--- src/sv/tom_pkg.sv ---
// Shared constants, codes and controller/datapath interface types of the thermistor monitor.
package tom_pkg;

  localparam int CHANNEL_COUNT = 4;
  localparam int CH_W = 2;
  localparam int MV_W = 12;
  localparam int LOG_FRAC = 24;
  localparam int LOG_W = 29;

  localparam logic [11:0] VREF_MV = 12'd3300;
  localparam logic [14:0] ZERO_C_CENTIK = 15'd27315;
  localparam logic [29:0] LN2_Q30 = 30'd744261118;
  localparam logic [6:0] HUNDRED = 7'd100;

  typedef enum logic [2:0] {
    REG_SERIES  = 3'd0,
    REG_NOMINAL = 3'd1,
    REG_T0      = 3'd2,
    REG_BETA    = 3'd3,
    REG_WARN    = 3'd4,
    REG_TRIP    = 3'd5,
    REG_FLOOR   = 3'd6
  } cfg_reg_t;

  typedef enum logic [3:0] {
    OP_NONE,
    OP_LOAD,
    OP_LOG_START,
    OP_LN,
    OP_LNX,
    OP_CL,
    OP_DEN,
    OP_K,
    OP_P,
    OP_X,
    OP_SAT,
    OP_DIV,
    OP_FIN,
    OP_OUT
  } op_t;

  typedef struct packed {
    op_t        op;
    logic [2:0] div_bit;
  } cmd_t;

  typedef struct packed {
    logic invalid;
    logic den_bad;
    logic log_busy;
    logic out_free;
  } status_t;

endpackage

--- src/sv/tom_ctrl.sv ---
// Sequencing state machine of the thermistor monitor.
module tom_ctrl import tom_pkg::*; (
  input  logic    clk,
  input  logic    rst,
  input  logic    s_tvalid,
  output logic    s_tready,
  input  status_t status,
  output cmd_t    cmd
);

  typedef enum logic [3:0] {
    S_IDLE, S_CHK, S_WAIT, S_LN, S_LNX, S_CL, S_DEN, S_K, S_P, S_X, S_SAT,
    S_DIV, S_FIN, S_OUTW
  } state_t;

  state_t     state;
  logic [2:0] k;

  assign s_tready = (state == S_IDLE);

  always_comb begin
    cmd.op = OP_NONE;
    cmd.div_bit = k;
    case (state)
      S_IDLE:  cmd.op = s_tvalid ? OP_LOAD : OP_NONE;
      S_CHK:   cmd.op = status.invalid ? OP_NONE : OP_LOG_START;
      S_LN:    cmd.op = OP_LN;
      S_LNX:   cmd.op = OP_LNX;
      S_CL:    cmd.op = OP_CL;
      S_DEN:   cmd.op = OP_DEN;
      S_K:     cmd.op = OP_K;
      S_P:     cmd.op = OP_P;
      S_X:     cmd.op = OP_X;
      S_SAT:   cmd.op = OP_SAT;
      S_DIV:   cmd.op = OP_DIV;
      S_FIN:   cmd.op = OP_FIN;
      S_OUTW:  cmd.op = status.out_free ? OP_OUT : OP_NONE;
      default: cmd.op = OP_NONE;
    endcase
  end

  always_ff @(posedge clk) begin
    if (rst) begin
      state <= S_IDLE;
      k <= 3'd0;
    end else begin
      case (state)
        S_IDLE: if (s_tvalid) state <= S_CHK;
        S_CHK:  state <= status.invalid ? S_OUTW : S_WAIT;
        S_WAIT: if (!status.log_busy) state <= S_LN;
        S_LN:   state <= S_LNX;
        S_LNX:  state <= S_CL;
        S_CL:   state <= S_DEN;
        S_DEN:  state <= S_K;
        S_K:    state <= status.den_bad ? S_OUTW : S_P;
        S_P:    state <= S_X;
        S_X:    state <= S_SAT;
        S_SAT: begin
          k <= 3'd7;
          state <= S_DIV;
        end
        S_DIV: begin
          if (k == 3'd0) begin
            state <= S_FIN;
          end else begin
            k <= k - 3'd1;
          end
        end
        S_FIN:  state <= S_OUTW;
        S_OUTW: if (status.out_free) state <= S_IDLE;
        default: state <= S_IDLE;
      endcase
    end
  end

endmodule

--- config.mk ---
export PLATFORM = sky130hd
export DESIGN_NAME = tom_ctrl
export DESIGN_NICKNAME = d
export VERILOG_FILES = /design/src/sv/tom_pkg.sv /design/src/sv/tom_ctrl.sv
export SDC_FILE = /design/constraint.sdc
export NUM_CORES = 1
export LEC_CHECK = 0
export CAP_MARGIN = 30
export CELL_PAD_IN_SITES_DETAIL_PLACEMENT = 2
export CELL_PAD_IN_SITES_GLOBAL_PLACEMENT = 2
export CORE_ASPECT_RATIO = 0.75
export CORE_MARGIN = 2
export CORE_UTILIZATION = 35
export DETAILED_ROUTE_END_ITERATION = 16
export DONT_BUFFER_PORTS = 1
export PLACE_DENSITY_LB_ADDON = 0.1
export SLEW_MARGIN = 20
export SYNTH_ARGS = -nofsm -noshare
export SYNTH_HDL_FRONTEND = slang
export SYNTH_SLANG_ARGS = --single-unit
--- constraint.sdc ---
create_clock -name clk -period 3.8 [get_ports clk]
set_clock_uncertainty 0.1 [all_clocks]
set_input_delay 0.57 -clock clk [delete_from_list [all_inputs] [get_ports clk]]
set_output_delay 0.57 -clock clk [all_outputs]
set_load 0.1 [all_outputs]
# Word-level counts from Yosys, hierarchy flattened
# Cells that the tools add are included.
[totals] elab_cells=39 output_inout_bits=8 register_bits=7
[op_classes] n_reduce_logical=5 n_addsub=1 n_eq_ne=18 n_mux=13
[op_table] op="$pmux 4 s14" n=1
[op_table] op="$pmux 4 s13" n=1
[op_table] op="$eq 4x4->1 const B" n=6
[op_table] op="$mux 4" n=6
[op_table] op="$eq 4x3->1 const B" n=4
[op_table] op="$ne 2x2->1 const B" n=5
[op_table] op="$eq 4x2->1 const B" n=2
[op_table] op="$mux 3" n=2
[op_table] op="$pmux 3 s2" n=1
[op_table] op="$eq 4x1->1 const B" n=1
[op_table] op="$logic_not 4->1" n=1
[op_table] op="$reduce_and 4->1" n=1
[op_table] op="$logic_not 3->1" n=1
[op_table] op="$sub 3x1->3 const B" n=1
[op_table] op="$mux 2" n=1
[op_table] op="$reduce_and 2->1" n=1
[op_table] op="$reduce_bool 2->1" n=1
[op_table] op="$mux 1" n=1

# Depth between registers and ports, before layout
# Gate-level depths: netlist (run 1).
[logic_depth] ltp_word=3 depth_mapped=6

# Worst setup path after synthesis (run 1)
# OpenSTA, ideal clock, no wires.
[synth_timing] path_kind="reg-to-output" start="register state[2]" end="output port s_tready" setup_slack_ns=-0.404 path_stages_with_launch=4 arrival_time_ns=3.534 cell_sequence="dfxtp_1 -> buf_6 -> clkbuf_1 -> nor4_1"
[synth_between] elab_chain_len=1
[synth_lines] item="start, declared" line_no="tom_ctrl.sv:16" source="state_t state;"
[synth_lines] item="start signal, assigned" line_no="tom_ctrl.sv:49" source="S_CHK: state <= status.invalid ? S_OUTW : S_WAIT;"
[synth_lines] item="start signal, assigned" line_no="tom_ctrl.sv:55" source="S_K: state <= status.den_bad ? S_OUTW : S_P;"
[synth_lines] item="$logic_not 4->1" line_no="tom_ctrl.sv:19" source="assign s_tready = (state == S_IDLE);"
[synth_lines] item="end, declared" line_no="tom_ctrl.sv:6" source="output logic s_tready,"
# Every way passes these cells.

==> impl_metrics.toml, run 1 <==
[logic_synthesis]
ys.warnings.count = 0
seq_area_frac_synth_pct = 23.1
yosysUniqueCellTypes = 38
synth_common_cells = "dfxtp_1, inv_1, nor2_1, o21ai_0"
synth-edff-count = 0
ys.flop_type = "dfxtp_1"
synthesis.nets = 87
synth_area_leader_cell = "dfxtp_1"
synth_top_area_share_pct = 23.1
async_flop_share_pct = 0
syn_avg_cell_area_um2 = 7.76
synthCells = 78
synth.most_common_cell = "dfxtp_1"
ys_seq_elements = 7
synthesis.area_um2 = 606
ys_top_cells_by_area = "dfxtp_1, o21ai_0, ha_1, a211oi_1, inv_1"

[worst_setup_path]
cp-start-kind = "register"
reg2reg_depth = 4
worstPathArrival_ns = 1.95
worst-path-max-fanout = 20
rrSetupSlack_ns = 1.61
worstSetupPathType = "register to output port"
r2r-start = "state[2]$_SDFFE_PP0P_"
worstSetupEndpointType = "output port"
worst_ep_required_time_ns = 3.13
r2r-end = "state[0]$_SDFFE_PP0P_"

[cts]
cts-root-buf = "clkbuf_4"
clk_latency_ns = 0.26
cts_max_level = 1
cts-resized-gates = 0
cts_tree = "yes"
post-cts-setup-buffers = 0
cts_buffer_depth = 2
numCtsBuffers = 3
hold_buffers = 0
clk_pin_slew_ns = 0.06
cts_sinks = 7

[sta]
max_freq_mhz = 382
final-hold-violation-count = 0
setup_viol = 0
period_share_pct = 68.9
slew_headroom_pct = 50.9
timing.final.crit_period_ns = 2.62
rsz0062_at_grt = "false"
slew_violations = 0
max_slew.worst_pin.slew_ns = 0.735
tns_ns = 0

[hold_path]
hold_class = "primary input to register"
whs_endpoint = "k[2]$_SDFFE_PP0P_"
holdPathStages = 1
holdCritStartpoint = "rst"

[die]
fp.dieW_um = 52.0
die_y_um = 40.0
initial_core_util_pct = 39.2
core_region_area_mm2 = 0.00155
rows = 12
die-area_mm2 = 0.00208
io_pins = 15

[layout]
postLayoutCoreUtil_pct = 46.0
fin_area_um2 = 712
n_fill_cell = 183
drive_gt1_share_pct = 25.3
nets = 93
area_delta_synth_final_pct = 17.6
n_antenna_cell = 0

[placed_design]
place_congestion = 0.727
place_hpwl_um = 1410
io_buffers = 0
place_area_um2 = 686

[routing]
firstDrtPassIters = 4
routed_wl_um = 1920
drc = 0
drt_iter0_drc = 9
wl_per_cell_um = 18.5
antenna_left = 0
vias = 613
vias_per_cell = 5.89

[flow_run]
max-cap-violations = 0

[global_route]
grt.total_usage_pct = 21.5
grt_max_degree = 21
grt_first_pass_wirelength_um = 3060
grt_pass1_vias = 566
grt_overflow = 0
grt_antenna_before_repair = 0

[outcome]
status = "complete, no violations"
worst max-delay path by stage:
stage | startpoint | endpoint | slack (ns) | cells after the start
final | state[2]$_SDFFE_PP0P_ | cmd[3] | 1.18 | 4
after global routing | state[2]$_SDFFE_PP0P_ | cmd[3] | 1.05 | 4
after CTS | state[2]$_SDFFE_PP0P_ | cmd[3] | 1.16 | 4
after detailed placement | state[2]$_SDFFE_PP0P_ | cmd[3] | 1.40 | 4
after global placement | state[2]$_SDFFE_PP0P_ | cmd[3] | 1.62 | 4
after floorplan | state[0]$_SDFFE_PP0P_ | cmd[4] | 0.02 | 5
per-layer routing:
metal / up-vias / track usage, % / share of wire, %
met5: - / 0 / 0
met4: 0 / 3.95 / 0.89
met3: 5 / 8.58 / 3.8
met2: 9 / 35.1 / 45
met1: 293 / 27.3 / 50
li1: 306 / - / -
through the flow:
| step | instances | hold slack [ns] | setup slack, ns |
|---|---|---|---|
| after global placement | 100 | 0.480 | 1.62 |
| after global routing | 104 | 0.268 | 1.05 |
| after CTS | 104 | 0.271 | 1.16 |
| after floorplan | 78 | 0.542 | 0.0221 |
| final | 104 | 0.274 | 1.18 |
| after detailed placement | 100 | 0.521 | 1.40 |
layout by cell type, fill, tap and decap left out, types with 2 or more instances in the layout:
cell type  Yosys  routed
a211oi_1       3       3
a21oi_1        4       3
a21oi_2        1       2
a311oi_1       2       2
a31oi_1        2       2
buf_4          0       8
clkbuf_4       0       3
dfxtp_1        7       7
ha_1           2       2
inv_1          6       6
mux2i_1        2       2
nand2_1        2       2
nand2b_1       2       2
nor2_1         6       6
nor3_1         4       4
nor4b_1        2       2
o21a_1         2       2
o21ai_0        6       4
o21ai_2        0       2
kinds of logic (layout without fill, tap and decap cells):
logic type,after synthesis,after routing,synth area share (%)
AO/OA/AOI/OAI,29,29,34.7
multiplexers,2,2,3.31
buffers and inverters,13,18,9.71
AND/OR/NAND/NOR,25,25,25.0
flip-flops,7,7,23.1
adder cells (fa/ha/maj),2,2,4.13
area by class of cell:
cell class                 count  area [um^2]  area share, %
sequential                     7          140           19.7
tap                           21         26.3           3.69
clock buffer                   4         26.3           3.69
timing repair buffer           8         60.1           8.44
multi-input combinational     58          437           61.3
inverter                       6         22.5           3.16
state kept, by name (all words and copies together) (netlist names):
name   count
state      4
k          3
worst max-delay path, stage by stage (launching register included):
cell and delay, ns:
dfxtp_1 0.76, nor2b_1 0.33, o21ai_0 0.19, o21ai_2 0.11
buf_4 0.30
Power of run 1 is not shown: default switching activity piles up to over one toggle a cycle in this logic, so the estimate is an artifact.
==> run 2, diff against run 1 <==
- ABC_AREA: unset -> 1
- CORE_UTILIZATION: 35 -> 29
- clock period: 3.8 -> 2.5 ns (I/O delays scaled with it)
==> impl_metrics.toml, run 2 <==
[logic_synthesis]
async_flop_share_pct = 0
seq_area_frac_synth_pct = 25.5
yosysUniqueCellTypes = 16
synth.most_common_cell = "nand2_1"
ys.warnings.count = 0
synth_common_cells = "nand2_1, inv_1, nand3_1"
synth_area_leader_cell = "dfxtp_1"
synth_top_area_share_pct = 25.5
synthesis.area_um2 = 549
synth-edff-count = 0
ys_seq_elements = 7
ys.flop_type = "dfxtp_1"
synthCells = 92
syn_avg_cell_area_um2 = 5.97
synthesis.nets = 101
ys_top_cells_by_area = "dfxtp_1, nand2_1, inv_1, nand3_1, a21oi_1"

[hold_path]
holdCritStartpoint = "rst"
hold_class = "primary input to register"

[cts]
cts-resized-gates = 0
cts_tree = "yes"
clk_latency_ns = 0.26
clk_pin_slew_ns = 0.05
cts_sinks = 7
hold_buffers = 0
numCtsBuffers = 3
cts_buffer_depth = 2
post-cts-setup-buffers = 0
cts_max_level = 1
cts-root-buf = "clkbuf_4"

[die]
rows = 13
io_pins = 15
fp.dieW_um = 54.3
initial_core_util_pct = 31.3
core_region_area_mm2 = 0.00176
die-area_mm2 = 0.00226
die_y_um = 41.7

[worst_setup_path]
critPathLaunch = "state[3]$_SDFFE_PP0P_"
cp-start-kind = "register"
worstSetupPathType = "register to output port"
worstPathArrival_ns = 1.68
worstSetupEndpointType = "output port"
worst-path-max-fanout = 7
r2r-start = "k[2]$_SDFFE_PP0P_"
worst_ep_required_time_ns = 2.03

[power_and_ir_drop]
sw_frac_of_total_pct = 61.3
irDropWorstVdd_uv = 1110
p_sw_w = 0.000654
powerDensity_mw_per_mm2 = 1520
pwr-share-clk_pct = 9.8
power_frac_comb_pct = 73.6
seqPwrFrac_pct = 16.6
leakagePower_nw = 0.352
internal-power_w = 0.000412

[routing]
wl_per_cell_um = 14.6
routed_wl_um = 1840
drc = 0
drt_iter0_drc = 7
antenna_left = 0
firstDrtPassIters = 4
vias = 648
vias_per_cell = 5.14

[sta]
max_slew.worst_pin.slew_ns = 0.367
period_share_pct = 86.2
rsz0062_at_grt = "false"
timing.final.crit_period_ns = 2.15
slew_headroom_pct = 75.5
setup_viol = 0
final-hold-violation-count = 0
max_freq_mhz = 464
slew_violations = 0

[placed_design]
place_congestion = 0.789
place_hpwl_um = 1570
place_area_um2 = 677
io_buffers = 0

[layout]
n_fill_cell = 222
nets = 114
reg.largest.list = "state (4), k (3)"
postLayoutCoreUtil_pct = 40.0
final_common_cell = "nand2_1"
area_delta_synth_final_pct = 28.0
fin_area_um2 = 703
n_antenna_cell = 0
regMostFlops = "state"
drive_gt1_share_pct = 20.2
mostFrequentLayoutCells = "nand2_1, inv_1, nand3_1, a21oi_1, dfxtp_1"
largest_reg_flops = 4

[outcome]
status = "complete, no violations"

[global_route]
grt_max_degree = 8
grt_overflow = 0
grt_first_pass_wirelength_um = 3150
grt.total_usage_pct = 19.5
grt_antenna_before_repair = 0
grt_pass1_vias = 682

[flow_run]
max-cap-violations = 0
-- run 2: critical path, stage by stage (launching register included) --
cell and delay (ns):
dfxtp_1 0.38, nor2_2 0.33, inv_1 0.17, o211ai_1 0.19, nand3_1 0.15, buf_12 0.20
-- run 2: cell families (layout without fill, tap and decap cells) --
| kind of cell | count (synthesis) | in the layout | share of synthesized area [%] |
|---|---|---|---|
| flip-flops | 7 | 7 | 25.5 |
| buffers and inverters | 16 | 28 | 10.9 |
| adder cells (fa/ha/maj) | 2 | 2 | 4.56 |
| AND/OR/NAND/NOR | 54 | 54 | 45.6 |
| AO/OA/AOI/OAI | 13 | 13 | 13.4 |
-- run 2: area by class of cell --
type / count / area [um^2] / area share [%]
Clock buffer: 4 / 26.3 / 3.74
Inverter: 16 / 60.1 / 8.54
Multi-Input combinational cell: 69 / 357 / 50.7
Sequential cell: 7 / 140 / 19.9
Tap cell: 22 / 27.5 / 3.91
Timing Repair Buffer: 8 / 92.6 / 13.2
-- run 2: routing by layer --
| metal | vias to the layer above | routed length (um) | global-route usage (%) |
|---|---|---|---|
| met3 | 0 | 113 | 9.35 |
| met5 | - | 0 | 0 |
| li1 | 322 | - | - |
| met1 | 311 | 900 | 26.4 |
| met4 | 0 | 0 | 3.00 |
| met2 | 15 | 826 | 28.4 |
-- run 2: power groups by stage --
stage	Combinational, W	Sequential, W	Clock (W)
final	0.000785	0.000177	0.000105
after global routing	0.000836	0.000182	0.000117
after CTS	0.000789	0.000177	0.000110
after detailed placement	0.000787	0.000179	0
after global placement	0.000780	0.000176	0
after floorplan	0.000577	0.000181	0
-- run 2: final timing paths --
kind                      endpoint  slack, ns  cells past startpoint
max                         cmd[3]       0.35                      5
min          state[1]$_SDFFE_PP0P_       0.08                      1
max reg2reg  state[3]$_SDFFE_PP0P_       0.97                      8
min reg2reg      k[1]$_SDFFE_PP0P_       0.42                      2
-- run 2: through the flow --
stage | power (W) | hold slack (ns) | std cells | setup TNS (ns) | setup WS (ns)
floorplan | 0.000758 | 0.344 | 92 | -0.00974 | -0.00974
global placement | 0.000956 | 0.348 | 122 | 0 | 0.592
detailed placement | 0.000967 | 0.348 | 122 | 0 | 0.628
CTS | 0.00108 | 0.0696 | 126 | 0 | 0.341
global route | 0.00114 | 0.0583 | 126 | 0 | 0.222
finish | 0.00107 | 0.0788 | 126 | 0 | 0.345
Power figures use the tool's default switching activity.
